**src/rtl/ocd_pkg.sv**
```systemverilog
// shared types and constants of the osc message decoder
package ocd_pkg;

	typedef enum logic [2:0] {
		K_ADDR = 3'd0,
		K_INT  = 3'd1,
		K_F32  = 3'd2,
		K_F64  = 3'd3,
		K_SCHR = 3'd4,
		K_SEND = 3'd5,
		K_ERR  = 3'd6
	} kind_t;

	typedef enum logic [1:0] {
		T_I = 2'd0,
		T_F = 2'd1,
		T_S = 2'd2,
		T_D = 2'd3
	} tag_t;

	typedef enum logic [6:0] {
		PH_ADDR = 7'b0000001,
		PH_SKIP = 7'b0000010,
		PH_TAGS = 7'b0000100,
		PH_TPAD = 7'b0001000,
		PH_ARGS = 7'b0010000,
		PH_SPAD = 7'b0100000,
		PH_DONE = 7'b1000000
	} phase_t;

	localparam logic [7:0] CH_NUL   = 8'h00;
	localparam logic [7:0] CH_COMMA = 8'h2c;
	localparam logic [7:0] CH_I     = 8'h69;
	localparam logic [7:0] CH_F     = 8'h66;
	localparam logic [7:0] CH_S     = 8'h73;
	localparam logic [7:0] CH_D     = 8'h64;

	// error flags
	localparam int ERR_TRUNC = 0;
	localparam int ERR_OVF   = 1;

	// one classified byte beat
	typedef struct packed {
		logic [7:0] data;
		logic       last;
		logic       is_nul;
		logic       is_comma;
		logic       tag_hit;
		tag_t       tag_code;
	} item_t;

endpackage

```
**src/rtl/ocd_ram.sv**
```systemverilog
// generic single write port ram with registered read
module ocd_ram #(
	parameter int WIDTH = 2,
	parameter int DEPTH = 16,
	localparam int AW = (DEPTH > 1) ? $clog2(DEPTH) : 1
) (
	input  logic             clk,
	input  logic             we,
	input  logic [AW-1:0]    waddr,
	input  logic [WIDTH-1:0] wdata,
	input  logic [AW-1:0]    raddr,
	output logic [WIDTH-1:0] rdata
);

	logic [WIDTH-1:0] mem_q [DEPTH];

	always_ff @(posedge clk) begin
		if (we) begin
			mem_q[waddr] <= wdata;
		end
		rdata <= mem_q[raddr];
	end

endmodule

```
**src/rtl/ocd_front.sv**
```systemverilog
// front end: takes input beats and classifies each byte
module ocd_front (
	input  logic           in_valid,
	output logic           in_ready,
	input  logic [7:0]     data_byte,
	input  logic           is_last,
	input  logic           q_full,
	output logic           q_push,
	output ocd_pkg::item_t q_item
);

	assign in_ready = !q_full;
	assign q_push   = in_valid && !q_full;

	always_comb begin
		q_item          = '0;
		q_item.data     = data_byte;
		q_item.last     = is_last;
		q_item.is_nul   = (data_byte == ocd_pkg::CH_NUL);
		q_item.is_comma = (data_byte == ocd_pkg::CH_COMMA);
		q_item.tag_hit  = 1'b1;
		q_item.tag_code = ocd_pkg::T_I;
		unique case (data_byte)
			ocd_pkg::CH_I: q_item.tag_code = ocd_pkg::T_I;
			ocd_pkg::CH_F: q_item.tag_code = ocd_pkg::T_F;
			ocd_pkg::CH_S: q_item.tag_code = ocd_pkg::T_S;
			ocd_pkg::CH_D: q_item.tag_code = ocd_pkg::T_D;
			default:       q_item.tag_hit  = 1'b0;
		endcase
	end

endmodule

```
**src/rtl/ocd_queue.sv**
```systemverilog
// two entry queue of classified beats between front and back
module ocd_queue (
	input  logic           clk,
	input  logic           arst_n,
	input  logic           push,
	input  ocd_pkg::item_t push_item,
	output logic           full,
	input  logic           pop,
	output logic           q_valid,
	output ocd_pkg::item_t q_item
);

	ocd_pkg::item_t mem_q [2];
	logic           wr_ptr_q;
	logic           rd_ptr_q;
	logic [1:0]     cnt_q;

	assign full    = (cnt_q == 2'd2);
	assign q_valid = (cnt_q != 2'd0);
	assign q_item  = mem_q[rd_ptr_q];

	always_ff @(posedge clk) begin
		if (push) begin
			mem_q[wr_ptr_q] <= push_item;
		end
	end

	always_ff @(posedge clk or negedge arst_n) begin
		if (!arst_n) begin
			wr_ptr_q <= 1'b0;
			rd_ptr_q <= 1'b0;
			cnt_q    <= 2'd0;
		end else begin
			if (push) begin
				wr_ptr_q <= !wr_ptr_q;
			end
			if (pop) begin
				rd_ptr_q <= !rd_ptr_q;
			end
			unique case ({push, pop})
				2'b10:   cnt_q <= cnt_q + 2'd1;
				2'b01:   cnt_q <= cnt_q - 2'd1;
				default: cnt_q <= cnt_q;
			endcase
		end
	end

endmodule

```
**src/rtl/ocd_back.sv**
```systemverilog
// back end: message parser state, tag store and output register
module ocd_back #(
	parameter int MAX_TAGS = 16
) (
	input  logic           clk,
	input  logic           arst_n,
	input  logic           q_valid,
	input  ocd_pkg::item_t q_item,
	output logic           q_pop,
	output logic           out_valid,
	input  logic           out_ready,
	output logic [2:0]     kind,
	output logic [63:0]    value,
	output logic           msg_end
);

	localparam int AW = (MAX_TAGS > 1) ? $clog2(MAX_TAGS) : 1;
	localparam int CW = $clog2(MAX_TAGS + 1);

	ocd_pkg::phase_t phase_q, phase_d;
	logic [1:0]      pos_q, npos;
	logic [CW-1:0]   cnt_q, cnt_d;
	logic [CW-1:0]   idx_q, idx_d, idx_inc;
	logic [2:0]      bg_q, bg_d;
	logic            ovf_q, ovf_d;
	logic [63:0]     acc_q, acc_d;

	logic            step;
	logic            have;
	ocd_pkg::kind_t  kind_c;
	logic [63:0]     val_c;
	logic            tag_we;
	logic [1:0]      rd_code;
	logic [1:0]      err;
	logic            more_now, more_inc, need8, full_word;

	logic            out_valid_q;
	ocd_pkg::kind_t  kind_q;
	logic [63:0]     value_q;
	logic            msg_end_q;

	assign step  = q_valid && (!out_valid_q || out_ready);
	assign q_pop = step;

	ocd_ram #(
		.WIDTH(2),
		.DEPTH(MAX_TAGS)
	) u_tags (
		.clk   (clk),
		.we    (tag_we),
		.waddr (cnt_q[AW-1:0]),
		.wdata (q_item.tag_code),
		.raddr (step ? idx_d[AW-1:0] : idx_q[AW-1:0]),
		.rdata (rd_code)
	);

	always_comb begin
		npos      = pos_q + 2'd1;
		phase_d   = phase_q;
		cnt_d     = cnt_q;
		idx_d     = idx_q;
		bg_d      = bg_q;
		ovf_d     = ovf_q;
		acc_d     = acc_q;
		have      = 1'b0;
		kind_c    = ocd_pkg::K_ADDR;
		val_c     = '0;
		tag_we    = 1'b0;
		err       = 2'b00;
		idx_inc   = idx_q + CW'(1);
		more_now  = (idx_q < cnt_q);
		more_inc  = (idx_inc < cnt_q);
		need8     = (rd_code == ocd_pkg::T_D);
		full_word = need8 ? (bg_q == 3'd7) : (bg_q == 3'd3);
		unique case (phase_q)
			ocd_pkg::PH_ADDR: begin
				if (q_item.is_nul) begin
					phase_d = ocd_pkg::PH_SKIP;
				end else begin
					have  = 1'b1;
					val_c = {56'd0, q_item.data};
				end
			end
			ocd_pkg::PH_SKIP: begin
				if (q_item.is_comma) begin
					phase_d = ocd_pkg::PH_TAGS;
				end
			end
			ocd_pkg::PH_TAGS: begin
				if (q_item.is_nul) begin
					if (npos != 2'd0) begin
						phase_d = ocd_pkg::PH_TPAD;
					end else begin
						phase_d = more_now ? ocd_pkg::PH_ARGS : ocd_pkg::PH_DONE;
					end
				end else if (q_item.tag_hit) begin
					if (cnt_q < CW'(MAX_TAGS)) begin
						tag_we = step;
						cnt_d  = cnt_q + CW'(1);
					end else begin
						ovf_d = 1'b1;
					end
				end
			end
			ocd_pkg::PH_TPAD, ocd_pkg::PH_SPAD: begin
				if (npos == 2'd0) begin
					phase_d = more_now ? ocd_pkg::PH_ARGS : ocd_pkg::PH_DONE;
				end
			end
			ocd_pkg::PH_ARGS: begin
				if (rd_code == ocd_pkg::T_S) begin
					have = 1'b1;
					if (!q_item.is_nul) begin
						kind_c = ocd_pkg::K_SCHR;
						val_c  = {56'd0, q_item.data};
					end else begin
						kind_c = ocd_pkg::K_SEND;
						idx_d  = idx_inc;
						if (npos != 2'd0) begin
							phase_d = ocd_pkg::PH_SPAD;
						end else begin
							phase_d = more_inc ? ocd_pkg::PH_ARGS : ocd_pkg::PH_DONE;
						end
					end
				end else begin
					acc_d = {acc_q[55:0], q_item.data};
					if (full_word) begin
						have  = 1'b1;
						val_c = need8 ? acc_d : {32'd0, acc_d[31:0]};
						unique case (rd_code)
							ocd_pkg::T_I: kind_c = ocd_pkg::K_INT;
							ocd_pkg::T_F: kind_c = ocd_pkg::K_F32;
							default:      kind_c = ocd_pkg::K_F64;
						endcase
						bg_d  = 3'd0;
						idx_d = idx_inc;
						if (!more_inc) begin
							phase_d = ocd_pkg::PH_DONE;
						end
					end else begin
						bg_d = bg_q + 3'd1;
					end
				end
			end
			default: begin
			end
		endcase
		if (q_item.last) begin
			err[ocd_pkg::ERR_TRUNC] = (phase_d != ocd_pkg::PH_DONE);
			err[ocd_pkg::ERR_OVF]   = ovf_d;
			phase_d = ocd_pkg::PH_ADDR;
			cnt_d   = '0;
			idx_d   = '0;
			bg_d    = 3'd0;
			ovf_d   = 1'b0;
			if (err != 2'b00) begin
				have   = 1'b1;
				kind_c = ocd_pkg::K_ERR;
				val_c  = {62'd0, err};
			end
		end
	end

	always_ff @(posedge clk or negedge arst_n) begin
		if (!arst_n) begin
			phase_q     <= ocd_pkg::PH_ADDR;
			pos_q       <= 2'd0;
			cnt_q       <= '0;
			idx_q       <= '0;
			bg_q        <= 3'd0;
			ovf_q       <= 1'b0;
			out_valid_q <= 1'b0;
		end else begin
			if (step) begin
				phase_q     <= phase_d;
				pos_q       <= q_item.last ? 2'd0 : npos;
				cnt_q       <= cnt_d;
				idx_q       <= idx_d;
				bg_q        <= bg_d;
				ovf_q       <= ovf_d;
				out_valid_q <= have;
			end else if (out_ready) begin
				out_valid_q <= 1'b0;
			end
		end
	end

	// payload registers
	always_ff @(posedge clk) begin
		if (step) begin
			acc_q <= acc_d;
			if (have) begin
				kind_q    <= kind_c;
				value_q   <= val_c;
				msg_end_q <= q_item.last;
			end
		end
	end

	assign out_valid = out_valid_q;
	assign kind      = kind_q;
	assign value     = value_q;
	assign msg_end   = msg_end_q;

endmodule

```
**src/rtl/osc_message_decoder.sv**
```systemverilog
// top level of the osc message decoder
//
//  channel  signals                          beat
//  in       in_valid in_ready                data_byte, is_last
//  out      out_valid out_ready              kind, value, msg_end
//
// one byte beat per cycle sustained while the output is not stalled, zero or one result per byte
// a byte passes through the queue and then the parser step, which registers the result
// the parser does one byte per cycle while not stalled; the tag store is a ram read one step ahead
// reset clears parser state and queue; the tag store holds no reset value
// a stalled output holds the parser; the two entry queue keeps taking input meanwhile until it fills
module osc_message_decoder #(
	parameter int MAX_TAGS = 16
) (
	input  logic        clk,
	input  logic        arst_n,
	input  logic        in_valid,
	output logic        in_ready,
	input  logic [7:0]  data_byte,
	input  logic        is_last,
	output logic        out_valid,
	input  logic        out_ready,
	output logic [2:0]  kind,
	output logic [63:0] value,
	output logic        msg_end
);

	logic           q_full;
	logic           q_push;
	ocd_pkg::item_t push_item;
	logic           q_pop;
	logic           q_valid;
	ocd_pkg::item_t q_item;

	ocd_front u_front (
		.in_valid  (in_valid),
		.in_ready  (in_ready),
		.data_byte (data_byte),
		.is_last   (is_last),
		.q_full    (q_full),
		.q_push    (q_push),
		.q_item    (push_item)
	);

	ocd_queue u_queue (
		.clk       (clk),
		.arst_n    (arst_n),
		.push      (q_push),
		.push_item (push_item),
		.full      (q_full),
		.pop       (q_pop),
		.q_valid   (q_valid),
		.q_item    (q_item)
	);

	ocd_back #(
		.MAX_TAGS(MAX_TAGS)
	) u_back (
		.clk       (clk),
		.arst_n    (arst_n),
		.q_valid   (q_valid),
		.q_item    (q_item),
		.q_pop     (q_pop),
		.out_valid (out_valid),
		.out_ready (out_ready),
		.kind      (kind),
		.value     (value),
		.msg_end   (msg_end)
	);

	a_pop_nonempty: assert property (@(posedge clk) disable iff (!arst_n)
		q_pop |-> q_valid)
		else $error("queue popped while empty");

	a_err_closes: assert property (@(posedge clk) disable iff (!arst_n)
		out_valid && kind == ocd_pkg::K_ERR |-> msg_end && value[63:2] == 62'd0)
		else $error("error beat not closing message");

	a_char_width: assert property (@(posedge clk) disable iff (!arst_n)
		out_valid && (kind == ocd_pkg::K_ADDR || kind == ocd_pkg::K_SCHR)
			|-> value[63:8] == 56'd0)
		else $error("character beat wider than a byte");

	a_word_width: assert property (@(posedge clk) disable iff (!arst_n)
		out_valid && (kind == ocd_pkg::K_INT || kind == ocd_pkg::K_F32)
			|-> value[63:32] == 32'd0)
		else $error("32-bit value not zero extended");

	a_send_zero: assert property (@(posedge clk) disable iff (!arst_n)
		out_valid && kind == ocd_pkg::K_SEND |-> value == 64'd0)
		else $error("string end carries a value");

endmodule
```
**config.mk**
```make
export PLATFORM = sky130hd
export DESIGN_NAME = osc_message_decoder
export DESIGN_NICKNAME = d
export VERILOG_FILES = /design/src/rtl/ocd_pkg.sv /design/src/rtl/ocd_ram.sv /design/src/rtl/ocd_front.sv /design/src/rtl/ocd_queue.sv /design/src/rtl/ocd_back.sv /design/src/rtl/osc_message_decoder.sv
export SDC_FILE = /design/constraint.sdc
export NUM_CORES = 1
export LEC_CHECK = 0
export ABC_AREA = 1
export BUFFER_PORTS_ARGS = -buffer_cell sky130_fd_sc_hd__buf_2
export CORE_MARGIN = 2
export CORE_UTILIZATION = 54
export CTS_CLUSTER_DIAMETER = 200
export DETAILED_ROUTE_END_ITERATION = 7
export GPL_ROUTABILITY_DRIVEN = 0
export PLACE_DENSITY = 0.82
export SLEW_MARGIN = 25
export SYNTH_ARGS = -nofsm -noshare
export SYNTH_HDL_FRONTEND = slang
export SYNTH_SLANG_ARGS = --single-unit
```
**constraint.sdc**
```tcl
create_clock -name clk -period 3.7 [get_ports clk]
set_clock_uncertainty 0.1 [all_clocks]
set_input_delay 0.185 -clock clk [delete_from_list [all_inputs] [get_ports clk]]
set_output_delay 0.185 -clock clk [all_outputs]
set_load 0.02 [all_outputs]
```
Word level (Yosys, flattened, before mapping) --
Memory sizes are Yosys's and may differ from the RTL's. A register that Yosys moved wholly into a read port is not among the register bits. Cells that the tools add are included.
Storage, ports and cells: register bits 152, bits in latches 0, bits in writable memories 60, bits in read-only memories 0, input port bits 13, output and inout bits 70, logic and storage cells 146, memories 2
Memory list:
- u_back.u_tags.mem_q | depth 16, width 2, rd ports 1, clocked after memory_dff 1, write ports 1, RTL line ocd_ram.sv:15 | logic [WIDTH-1:0] mem_q [DEPTH];
- u_queue.mem_q | depth 2, width 14, rd ports 1, clocked after memory_dff 0, write ports 1, RTL line ocd_queue.sv:13 | ocd_pkg::item_t mem_q [2];
Operators by class: add/sub/neg operators 6, multiply operators 0, divide/modulo/power cells 0, $lt $le $gt $ge 3, equality and inequality tests 23, shifts and indexed selects 0, muxes and demuxes 69, bitwise operators 1, reduce and logical (&&, ||, !) cells 27
Operator list (count):
- 64-bit 2-to-1 mux | 5
- 64-bit one-hot mux with 2 select lines | 1
- 7-bit 2-to-1 mux | 13
- 5-bit 2-to-1 mux | 10
- 7-bit one-hot mux with 5 select lines | 1
- 8-bit by 7-bit equality test with 1-bit output (second input constant) | 4
- 3-bit 2-to-1 mux | 9
- 1-bit 2-to-1 mux | 23
- 2-bit nonzero test | 9
- 5-bit by 1-bit adder with 5-bit output (second input constant) | 2
- 5-bit < comparator | 2
- 2-bit equality test (second input constant) | 4
- 8-bit by 6-bit equality test with 1-bit output (second input constant) | 1
- 8-bit logical NOT | 1
- 8-bit 2-to-1 mux | 1
- 2-bit one-hot mux with 2 select lines | 2
- 7-bit by 1-bit equality test with 1-bit output (second input constant) | 1
- 7-bit by 2-bit equality test with 1-bit output (second input constant) | 1
- 7-bit by 3-bit equality test with 1-bit output (second input constant) | 1
- 7-bit by 4-bit equality test with 1-bit output (second input constant) | 1
- 7-bit by 5-bit equality test with 1-bit output (second input constant) | 1
- 7-bit by 6-bit equality test with 1-bit output (second input constant) | 1
- 7-bit inequality test (second input constant) | 1
- 2-bit one-hot mux with 3 select lines | 1
- 24 further kinds | 33

Logic depth before layout (Yosys ltp) --
Gate-level depths: netlist (run 1).
word-level depth 12, depth in mapped cells 21, gate-level depth less buffers 20

Hierarchy --
A second synthesis (run 1) with hierarchy kept.
Unflattened totals: cells, all modules 851, area, all modules 9256.4 sq um
By module, submodules not included:
- ocd_back | instances 1, cells each 551, area an instance 6251.0 sq um, seq. area each 4325.4 sq um
- ocd_ram | instances 1, cells each 159, area an instance 1531.5 sq um, seq. area each 1001.0 sq um
- ocd_queue | instances 1, cells each 97, area an instance 1257.5 sq um, seq. area each 940.9 sq um
- ocd_front | instances 1, cells each 44, area an instance 216.5 sq um, seq. area each 0.0 sq um

Worst setup path before layout (run 1) --
No wires, ideal clock.
kind register to register, from register u_back.out_valid_q (netlist: u_back.out_valid), to register u_back.bg_q[2], setup time 0.108 ns, arrival 3.939 ns, required time 3.492 ns, path slack -0.447 ns, stages on the path, launching flop included 11, buffers on the path 1, clock period less this slack 4.147 ns, cell sequence dfrtp_1 inv_1 nor2_1 inv_1 o21ai_1 buf_2 nor2_1 nor2_1 inv_1 a21oi_1 a311oi_1
Between the ends: word-level cells in the longest chain between the ends 4
Ends and longest elaborated chain:
- start: declaration | RTL line ocd_back.sv:37 | logic out_valid_q;
- start signal: assignment | RTL line ocd_back.sv:181 | out_valid_q <= have;
- 1-bit logical NOT | RTL line ocd_back.sv:42 | assign step = q_valid && (!out_valid_q || out_ready);
- 1-bit logical OR | RTL line ocd_back.sv:42
- 1-bit logical AND | RTL line ocd_back.sv:42
- 3-bit AND reduction (no line)
- end signal: assignment | RTL line ocd_back.sv:179 | bg_q <= bg_d;
- end: declaration | RTL line ocd_back.sv:24 | logic [2:0] bg_q, bg_d;
No other way between the ends. A chain may end at the register's enable or synchronous reset.

Worst setup path in the final report (run 1) --
from register u_back.idx_q[0], to register u_back.value_q[60] (netlist: u_back.value[60]) (enable)
Between the ends: word-level cells in the longest chain between the ends 12, elaborated cells on any way between the ends 19, classes of those cells add/sub: 1; order compare: 2; eq/ne: 1; mux: 13; reduce/logical: 2
Ends and longest elaborated chain:
- start: declaration | RTL line ocd_back.sv:23 | logic [CW-1:0] idx_q, idx_d, idx_inc;
- start signal: assignment | RTL line ocd_back.sv:178 | idx_q <= idx_d;
- 5-bit by 1-bit adder with 5-bit output | RTL line ocd_back.sv:70 | idx_inc = idx_q + CW'(1);
- 5-bit < comparator | RTL line ocd_back.sv:72 | more_inc = (idx_inc < cnt_q);
- 7-bit 2-to-1 mux | RTL line ocd_back.sv:122 | phase_d = more_inc ? ocd_pkg::PH_ARGS : ocd_pkg::PH_DONE;
- 7-bit 2-to-1 mux | RTL line ocd_back.sv:119 | if (npos != 2'd0) begin
- 7-bit 2-to-1 mux | RTL line ocd_back.sv:113 | if (!q_item.is_nul) begin
- 7-bit 2-to-1 mux | RTL line ocd_back.sv:111 | if (rd_code == ocd_pkg::T_S) begin
- 7-bit one-hot mux with 5 select lines (*) | RTL line ocd_back.sv:75 | unique case (phase_q)
- 7-bit inequality test (*) | RTL line ocd_back.sv:149 | err[ocd_pkg::ERR_TRUNC] = (phase_d != ocd_pkg::PH_DONE);
- 2-bit nonzero test (*) | RTL line ocd_back.sv:156 | if (err != 2'b00) begin
- 1-bit 2-to-1 mux (*) | RTL line ocd_back.sv:156
- 1-bit 2-to-1 mux (*) | RTL line ocd_back.sv:148 | if (q_item.last) begin
- 2-bit AND reduction (no line) (*)
- end signal: assignment | RTL line ocd_back.sv:194 | value_q <= val_c;
- end: declaration | RTL line ocd_back.sv:39 | logic [63:0] value_q;
Mark *: on every way between the ends. The rest lies on a longest branch, timed or not.

==> results of run 1 <==
==> routing by layer <==
metal,track usage (%),vias to the layer above
met5,0,-
met4,8.246,0
met3,3.679,49
met2,34.52,245
met1,25.40,2828
li1,-,2902
==> through the flow <==
step                      power [W]  util (%)  area (um^2)  std cells  hold WS [ps]
after global routing       0.008249     64.25        10690       1140         209.6
after floorplan            0.005115         -         9220        793        -210.6
after CTS                  0.007949     64.25        10690       1140         169.2
after global placement     0.005888     59.68         9932       1090         145.4
final                      0.007905     64.25        10690       1140         155.4
after detailed placement   0.005943     59.68         9932       1090         147.1
==> flip-flops by register name (all words and copies together), names as in the netlist, 2 cells and up <==
name,count
u_back.bg_q,3
u_back.value,64
u_back.u_tags.mem_q,32
u_back.pos_q,2
u_queue.mem_q,28
u_back.idx_q,5
u_back.acc_q,56
u_queue.cnt_q,2
u_back.kind,3
u_back.u_tags.rdata,2
u_back.phase_q,7
u_back.cnt_q,5
==> kinds of logic (layout without fill, tap and decap cells) <==
kind of cell,count (synthesis),after routing,share of synthesized area (%)
and+or+nand+nor,362,362,18.85
adders and majority gates,16,16,2.176
AOI/OAI and AO/OA,71,71,4.598
buffers and inverters,123,250,5.577
DFF,214,214,68.13
xor gates and xnor gates,7,7,0.6665
==> power groups by stage <==
| stage | clock [W] | combinational (W) | sequential [W] |
|---|---|---|---|
| 2_1_floorplan | 0 | 0.000998 | 0.00412 |
| 3_3_place_gp | 0 | 0.00227 | 0.00362 |
| 3_5_place_dp | 0 | 0.00232 | 0.00363 |
| 4_1_cts | 0.00202 | 0.00234 | 0.00358 |
| 5_1_grt | 0.00212 | 0.00251 | 0.00363 |
| 6_report | 0.00200 | 0.00233 | 0.00357 |
==> cell usage in the layout (no fill, tap or decap), types with 3 or more instances in the layout <==
| master | instances |
|---|---|
| o21ai_0 | 26 |
| o22ai_1 | 3 |
| nor2_2 | 4 |
| nor3_1 | 3 |
| or2_2 | 7 |
| clkinv_2 | 4 |
| nand3_1 | 32 |
| o21ai_1 | 6 |
| edfxtp_1 | 184 |
| nand2_1 | 138 |
| ha_1 | 15 |
| inv_1 | 92 |
| inv_2 | 12 |
| o211ai_1 | 15 |
| clkbuf_1 | 5 |
| buf_2 | 82 |
| dfrtp_1 | 27 |
| a21oi_1 | 14 |
| nor3_2 | 32 |
| nand3_2 | 5 |
| buf_4 | 10 |
| nor2_4 | 4 |
| nand2_2 | 4 |
| nand4_1 | 5 |
| xor2_1 | 5 |
| buf_12 | 3 |
| clkinv_1 | 3 |
| clkbuf_16 | 21 |
| dlygate4sd3_1 | 12 |
| nor2_1 | 119 |
==> what timing repair did <==
action                    in CTS  in global routing
hold endpoints to repair      49                  0
hold buffers                  12                  0
resized for setup              0                  0
buffers inserted               0                  0
==> cell type report <==
cell class	instances	area [um^2]
Timing Repair Buffer	107	665.6
Sequential cell	214	6267
Inverter	105	397.9
Clock inverter	12	96.34
Tap cell	220	275.3
Multi-Input combinational cell	456	2446
Clock buffer	26	544.3
Fill cell	1197	5949
==> how the worst max path moves through the flow <==
| stage | start | end | slack [ps] |
|---|---|---|---|
| finish | u_back.idx_q[0] | u_back.value[60] | 300 |
| global placement | u_back.idx_q[1] | u_back.value[50] | 510 |
| floorplan | u_back.idx_q[1] | u_back.kind[0] | 8 |
| detailed placement | u_back.idx_q[0] | u_back.value[56] | 370 |
| global route | u_back.idx_q[0] | u_back.value[63] | 20 |
| CTS | u_back.idx_q[0] | u_back.value[50] | 340 |
==> flow_summary.toml, run 1 <==
[status]
status = "complete, no violations"

[yosys]
synthTopCellsByArea = "edfxtp_1 (60%), dfrtp_1 (7.3%), nand2_1 (5.7%), nor2_1 (4.9%), inv_1 (3.8%)"
ys_seq_area_share_pct = 68.13
yosys_warnings = 0
synth_edf_count = 184
synth_nets = 822
synth_common_cells = "edfxtp_1 (184), nand2_1 (139), nor2_1 (120)"
netlist_instances = 793
synthArstFlopShare_pct = 13.08
synth_top_area_share_pct = 60.07
netlist.top_cell.by_area = "edfxtp_1"
ys_ff_latch = 214
syn-cell-area_um2 = 9199
yosysMostFrequentCell = "edfxtp_1"
synthFlopType = "edfxtp_1"
synth_cell_types = 42
syn_area_per_cell_um2 = 11.60

[cts]
cts_tree = "built"
cts.sinks = 214
cts_buffer_depth = 3
cts_made_buffers = 21
clkSlewWorstSetupHoldPaths_ps = 70
cts_root_buffer = "clkbuf_16"
clk_latency_ps = 500
h-tree-depth = 1

[final_layout]
layout.nets = 934
synthToLayoutAreaGrowth_pct = 16.24
antenna_cells = 0
drive_gt1_share_pct = 21.74

[setup_path]
end_kind = "register"
worstPathArrival_ps = 3540
crit_family = "simple AND/OR/NAND/NOR gates"
critPathSlowestCell = "dfrtp_1"
critPathRequiredTime_ps = 3840
crit_type = "register to register"
worstReg2RegEnd = "u_back.value[60]"
cpMostUsedCell = "nand2_1"
r2r_slack_ps = 300
crit_chain = "ha_2 > nand3_2 > xor2_1 > inv_1 > ha_1 > nand2_1 > nor2_1 > nand2_1 > nand3_1 > nand2_1 > nand2_1 > nand2_1 > a21oi_1 > nand2_1 > nor2_1 > nand3_1 > nand2_2 > nand3_2 > nand2_2 > clkinvlp_4 > buf_12"
path_buf_inv = 3
r2r_cells = 21
start_kind = "register"
critPathMaxStageDelay_ps = 430
worst-path-stages = 21
cp_max_fo = 34
r2r_start = "u_back.idx_q[0]"

[drt]
first_pass_iters = 6
met2_length_mm = 9.034
drtAntennaViolNets = 0
drt_iter0_markers = 509
top_layer_used = "met4"
routed_wirelength_mm = 18.11
drt-vias-per-instance = 5.284
wl_per_cell_um = 15.89
dr_wl_met3_mm = 1.257
met1_length_mm = 7.233
num_vias = 6024
drc = 0

[grt]
grt_max_degree = 57
track_usage_pct = 20.11
grt_pass1_vias = 5927
grt_overflow_total = 0
grt_pass1_wl_mm = 28.66
grt_antenna_before_repair = 0

[sta]
final.setup.tns_ps = 0
fmax_mhz = 294.3
fin_ws_ps = 301.9
hold_viol = 0
timing.final.crit_share_pct = 91.84
min_period_ps = 3398
maxSlewViolCount = 0
setup_viol = 0
worst_pin_slew_ps = 722.0
relSlewSlack_pct = 51.86
rsz0062_at_grt = "false"

[floorplanning]
die_w_um = 134.5
die_h_um = 134.5
row_count = 47
io_pins = 83
coreArea_um2 = 16640
die_area_um2 = 18090
initial_core_util_pct = 55.27

[pwr]
p_leak_nw = 4.329
power.internal_w = 0.005134
peakVddDrop_mv = 0.6285
switching_power_w = 0.002771
pwr-share-comb_pct = 29.5
clockPowerShare_pct = 25.3
p_seq_share_pct = 45.2
switching_share_pct = 35.05
power_density_nw_per_um2 = 739.2

[place]
pre_cts_slack_ps = 372.2
dp_hpwl_mm = 11.84
portBuffers = 82

[run]
cap_violations = 0

[min_path]
hold_path.class = "input pin to async pin"
No activity file was read; power rests on OpenSTA's default activity.
==> inputs of run 2 (changes only) <==
--- a/config.mk
+++ b/config.mk
@@ -7,7 +7,8 @@
 export LEC_CHECK = 0
 export ABC_AREA = 1
 export BUFFER_PORTS_ARGS = -buffer_cell sky130_fd_sc_hd__buf_2
-export CORE_MARGIN = 2
+export CORE_ASPECT_RATIO = 1.5
+export CORE_MARGIN = 1.5
 export CORE_UTILIZATION = 54
 export CTS_CLUSTER_DIAMETER = 200
 export DETAILED_ROUTE_END_ITERATION = 7
@@ -16,4 +17,5 @@
 export SLEW_MARGIN = 25
 export SYNTH_ARGS = -nofsm -noshare
 export SYNTH_HDL_FRONTEND = slang
+export SYNTH_HIERARCHICAL = 1
 export SYNTH_SLANG_ARGS = --single-unit
==> flow_summary.toml, run 2 <==
[run]
cap_violations = 0

[yosys]
ys_ff_latch = 214
synth_edf_count = 184
syn_area_per_cell_um2 = 10.88
ys_seq_area_share_pct = 67.71
synth_top_area_share_pct = 59.69
netlist.top_cell.by_area = "edfxtp_1"
yosys_warnings = 6
synth_cell_types = 39
synth_nets = 877
yosysMostFrequentCell = "nand2_1"
synthFlopType = "edfxtp_1"
syn-cell-area_um2 = 9256
synth_common_cells = "nand2_1 (213), edfxtp_1 (184), nor2_1 (110)"
synthArstFlopShare_pct = 13.08
synthTopCellsByArea = "edfxtp_1 (60%), nand2_1 (8.6%), dfrtp_1 (7.3%), nor2_1 (4.5%), inv_1 (4.0%)"
netlist_instances = 851

[cts]
clkSlewWorstSetupHoldPaths_ps = 70
cts.sinks = 214
cts_tree = "built"
cts_buffer_depth = 3
postCtsResizedCells = 0
cts_root_buffer = "clkbuf_16"
h-tree-depth = 1
cts_made_buffers = 20
clk_latency_ps = 500

[grt]
grt_antenna_before_repair = 0
use_met3_pct = 3.232
grt_pass1_wl_mm = 28.06
grt_pass1_vias = 6030
grt_overflow_total = 0
track_usage_pct = 20.24
grt_util_met2_pct = 35.66
busiest_layer = "met2"
grt_max_degree = 69
grtUsageMet1_pct = 23.86

[drt]
routed_wirelength_mm = 17.41
wl_per_cell_um = 14.84
drt-vias-per-instance = 5.207
drtAntennaViolNets = 0
drc = 0
first_pass_iters = 6
num_vias = 6108
drt_iter0_markers = 451

[place]
place_area_um2 = 9842
portBuffers = 82
dp_hpwl_mm = 11.68

[pwr]
peakVddDrop_mv = 0.6206
power.total_w = 0.007712
p_leak_nw = 4.256
power_density_nw_per_um2 = 727.7

[setup_path]
critPathCapture = "u_back/value[22]"
worstReg2RegEnd = "u_back/value[22]"
crit_type = "register to register"
critPathRequiredTime_ps = 3760
r2r_slack_ps = 450
start_kind = "register"
cp_max_fo = 68
worstPathArrival_ps = 3310
r2r_cells = 18
cp-startpoint = "u_back/idx_q[0]"
end_kind = "register"
r2r_start = "u_back/idx_q[0]"

[sta]
hold_viol = 0
rsz0062_at_grt = "false"
min_period_ps = 3253
timing.final.crit_share_pct = 87.92
final.setup.tns_ps = 0
setup_viol = 0
maxSlewViolCount = 0
worst_pin_slew_ps = 769.2
fmax_mhz = 307.4
relSlewSlack_pct = 48.72

[floorplanning]
initial_core_util_pct = 55.22
io_pins = 83
row_count = 58
coreArea_um2 = 16760
die_h_um = 163.4
die_w_um = 109.9
die_area_um2 = 17950

[final_layout]
layout.nets = 975
synthToLayoutAreaGrowth_pct = 14.50
antenna_cells = 0
fin_util_pct = 63.23
nFillCells = 1226
largest_reg_flops = 64
layout_common_cells = "nand2_1 (213), edfxtp_1 (184), nor2_1 (108), inv_1 (97), buf_2 (82)"
drive_gt1_share_pct = 18.07
layout_commonest_cell = "nand2_1"
fin_area_um2 = 10600

[status]
status = "complete, no violations"

[min_path]
hold_path.class = "input pin to async pin"
run 2: cells by family after synthesis:
kind of cell | Yosys count | synth area share (%)
AOI/OAI and AO/OA | 59 | 3.488
xor gates and xnor gates | 7 | 0.6624
adders and majority gates | 13 | 1.757
buffers and inverters | 131 | 6.542
DFF | 214 | 67.71
and+or+nand+nor | 427 | 19.84
run 2: per-stage QoR:
| stage | worst slack [ps] | hold WS [ps] | instances |
|---|---|---|---|
| 2_1_floorplan | 75.50 | -210.6 | 851 |
| 3_3_place_gp | 648.8 | 142.1 | 1125 |
| 3_5_place_dp | 515.4 | 154.4 | 1125 |
| 4_1_cts | 490.0 | 176.8 | 1173 |
| 5_1_grt | 201.1 | 228.6 | 1173 |
| 6_report | 447.0 | 151.3 | 1173 |
run 2: worst max-delay path, stage by stage, from the launching register on:
cell and delay [ps]:
dfrtp_1 410, ha_1 240, nand3_1 100, xor2_1 210, ha_1 280, a21oi_1 200, nand3_1 140, nand2_1 100
nand2_1 50, nand2_1 60, nand2_1 50, nand2_1 90, nor2_1 60, nand3_2 70, nand2_4 90, nand3_1 80
nand2_1 110, clkinvlp_4 110, buf_12 300
run 2: cell type report:
class | instances | area [um^2] | area share (%)
inverters | 104 | 396.6 | 3.742
clock inverters | 12 | 101.3 | 0.9562
multi-input cells | 506 | 2412 | 22.76
flip-flops and latches | 214 | 6267 | 59.13
well taps | 210 | 262.8 | 2.479
clock buffers | 24 | 535.5 | 5.053
repair buffers | 103 | 623.1 | 5.879
run 2: how the worst min path moves through the flow:
stage	startpoint	to	slack [ps]	cells past startpoint
finish	arst_n	u_queue/cnt_q[0]	150	2
global route	arst_n	u_back/out_valid	230	2
CTS	arst_n	u_queue/cnt_q[0]	180	2
detailed placement	arst_n	u_back/phase_q[3]	150	1
global placement	arst_n	u_back/pos_q[0]	140	1
floorplan	arst_n	u_back/bg_q[0]	-210	0
run 2: per-layer routing:
layer,up-vias,share of wire [%]
met1,2854,38
met2,218,53
met4,0,3.1
met3,41,6.1
met5,-,0
li1,2995,-
run 2: timing repair:
action	CTS	global route
hold buffers	12	0
buffers inserted	0	0
endpoints found under the hold margin	49	0
run 2: power by group:
group	switching (W)	internal, W	total [W]
Clock	0.000842	0.00111	0.00195
Combinational	0.00164	0.000575	0.00221
Sequential	0.000189	0.00336	0.00355
Total	0.00267	0.00504	0.00771
==> inputs of run 3 (changes only) <==
--- a/config.mk
+++ b/config.mk
@@ -7,7 +7,7 @@
 export LEC_CHECK = 0
 export ABC_AREA = 1
 export BUFFER_PORTS_ARGS = -buffer_cell sky130_fd_sc_hd__buf_2
-export CORE_ASPECT_RATIO = 1.5
+export CORE_ASPECT_RATIO = 1.4
 export CORE_MARGIN = 1.5
 export CORE_UTILIZATION = 54
 export CTS_CLUSTER_DIAMETER = 200
==> flow_summary.toml, run 3 (synthesis results as in run 2) <==
[sta]
hold_viol = 0
timing.final.crit_share_pct = 88.43
setup_viol = 0
worst_pin_slew_ps = 760.4
relSlewSlack_pct = 49.31
final.setup.tns_ps = 0
maxSlewViolCount = 0
fmax_mhz = 305.6
fin_ws_ps = 428.0
rsz0062_at_grt = "false"
min_period_ps = 3272

[grt]
grt_pass1_wl_mm = 27.50
grt_max_degree = 60
track_usage_pct = 19.46
grt_pass1_vias = 5845
grt_antenna_before_repair = 0
grt_overflow_total = 0

[pwr]
pwr-share-comb_pct = 28.8
clockPowerShare_pct = 25.2
power.internal_w = 0.005021
power_density_nw_per_um2 = 730.9
peakVddDrop_mv = 0.4871
switching_share_pct = 34.98
p_leak_nw = 4.239
switching_power_w = 0.002701
p_seq_share_pct = 45.9

[setup_path]
critPathRequiredTime_ps = 3760
crit_type = "register to register"
worstPathArrival_ps = 3330
worst-path-stages = 16
critPathMaxStageDelay_ps = 420
worstReg2RegEnd = "u_back/value[10]"
r2r_cells = 16
cpMostUsedCell = "nand3_1"
crit_chain = "ha_1 > nand3_1 > xor2_1 > ha_1 > a21oi_1 > nand3_1 > nand2_1 > nand2_1 > nand3_1 > nand3_1 > nand3_2 > nand2_4 > nand3_1 > nand2_1 > clkinvlp_4 > buf_4"
crit_family = "simple AND/OR/NAND/NOR gates"
start_kind = "register"
cp_max_fo = 30
path_buf_inv = 2
critPathSlowestCell = "dfrtp_1"
end_kind = "register"
r2r_slack_ps = 430
r2r_start = "u_back/idx_q[1]"

[final_layout]
synthToLayoutAreaGrowth_pct = 14.14
antenna_cells = 0
drive_gt1_share_pct = 17.65
largest_reg_flops = 64
layout_common_cells = "nand2_1 (213), edfxtp_1 (184), nor2_1 (108), inv_1 (97), buf_2 (82)"
layout.nets = 975
layout_commonest_cell = "nand2_1"
nFillCells = 1217

[cts]
cts_made_buffers = 20
cts_buffer_depth = 3
cts_tree = "built"
cts_root_buffer = "clkbuf_16"
cts.sinks = 214
clkSlewWorstSetupHoldPaths_ps = 70
clk_latency_ps = 500
h-tree-depth = 1
post_cts_buffers = 0

[run]
cap_violations = 0

[floorplanning]
row_count = 56
io_pins = 83
coreArea_um2 = 16750
die_area_um2 = 17950
initial_core_util_pct = 55.27
die_h_um = 157.9
die_w_um = 113.7

[drt]
wl_per_cell_um = 14.78
drt_iter0_markers = 518
num_vias = 6067
drtAntennaViolNets = 0
drc = 0
routed_wirelength_mm = 17.23
drt-vias-per-instance = 5.203
first_pass_iters = 6

[place]
dp_hpwl_mm = 11.55
portBuffers = 82
pre_cts_slack_ps = 483.5

[min_path]
hold_path.class = "input pin to async pin"

[status]
status = "complete, no violations"
-- run 3: cell types whose count changed in the layout (fill, tap and decap cells not counted) --
cell,delta
clkinv_2,-4
clkbuf_8,-2
inv_8,+1
clkinv_1,+3
buf_4,+1
clkinv_4,+1
buf_12,-1
clkbuf_1,+1
-- run 3: per-stage QoR --
| step | instance area [um^2] | utilization, % | instances | hold slack, ps | power (W) |
|---|---|---|---|---|---|
| after floorplan | 9271 | - | 851 | -210.6 | 0.005069 |
| final | 10570 | 63.09 | 1166 | 156.1 | 0.007722 |
| after CTS | 10570 | 63.09 | 1166 | 176.7 | 0.007775 |
| after global routing | 10570 | 63.09 | 1166 | 239.4 | 0.008076 |
| after global placement | 9811 | 58.58 | 1118 | 162.1 | 0.005773 |
| after detailed placement | 9821 | 58.64 | 1118 | 168.5 | 0.005820 |
-- run 3: worst max-delay path by stage --
stage                     from               end  slack, ps
2_1_floorplan  u_back/idx_q[0]    u_back/kind[0]         80
3_3_place_gp   u_back/idx_q[0]  u_back/value[36]        610
3_5_place_dp   u_back/idx_q[0]  u_back/value[34]        480
4_1_cts        u_back/idx_q[0]  u_back/value[10]        470
5_1_grt        u_back/idx_q[0]  u_back/value[14]        210
6_report       u_back/idx_q[1]  u_back/value[10]        430
-- run 3: per-layer routing --
metal | track usage [%] | wire length, um | vias to the layer above
met1 | 23.32 | 6899 | 2841
met5 | 0 | 0 | -
met4 | 7.202 | 437 | 0
met2 | 35.26 | 8952 | 194
li1 | - | - | 2998
met3 | 3.178 | 938 | 34
-- run 3: power groups by stage --
stage | clock [W] | sequential, W | combinational (W)
detailed placement | 0 | 0.00360 | 0.00222
CTS | 0.00198 | 0.00355 | 0.00224
global route | 0.00206 | 0.00359 | 0.00242
global placement | 0 | 0.00360 | 0.00218
floorplan | 0 | 0.00409 | 0.000980
finish | 0.00195 | 0.00355 | 0.00223
-- run 3: final cells by class --
cell class	instances	area, um^2	share of cell area (%)
clock buffers	23	511.7	4.844
clock inverters	13	112.6	1.066
inverters	104	396.6	3.754
multi-input cells	506	2412	22.83
flip-flops and latches	214	6267	59.32
well taps	203	254.0	2.404
repair buffers	103	610.6	5.779
-- run 3: repair_timing --
item | CTS | global route
endpoints found under the hold margin | 49 | 0
hold buffers | 12 | 0
resized for setup | 0 | 0
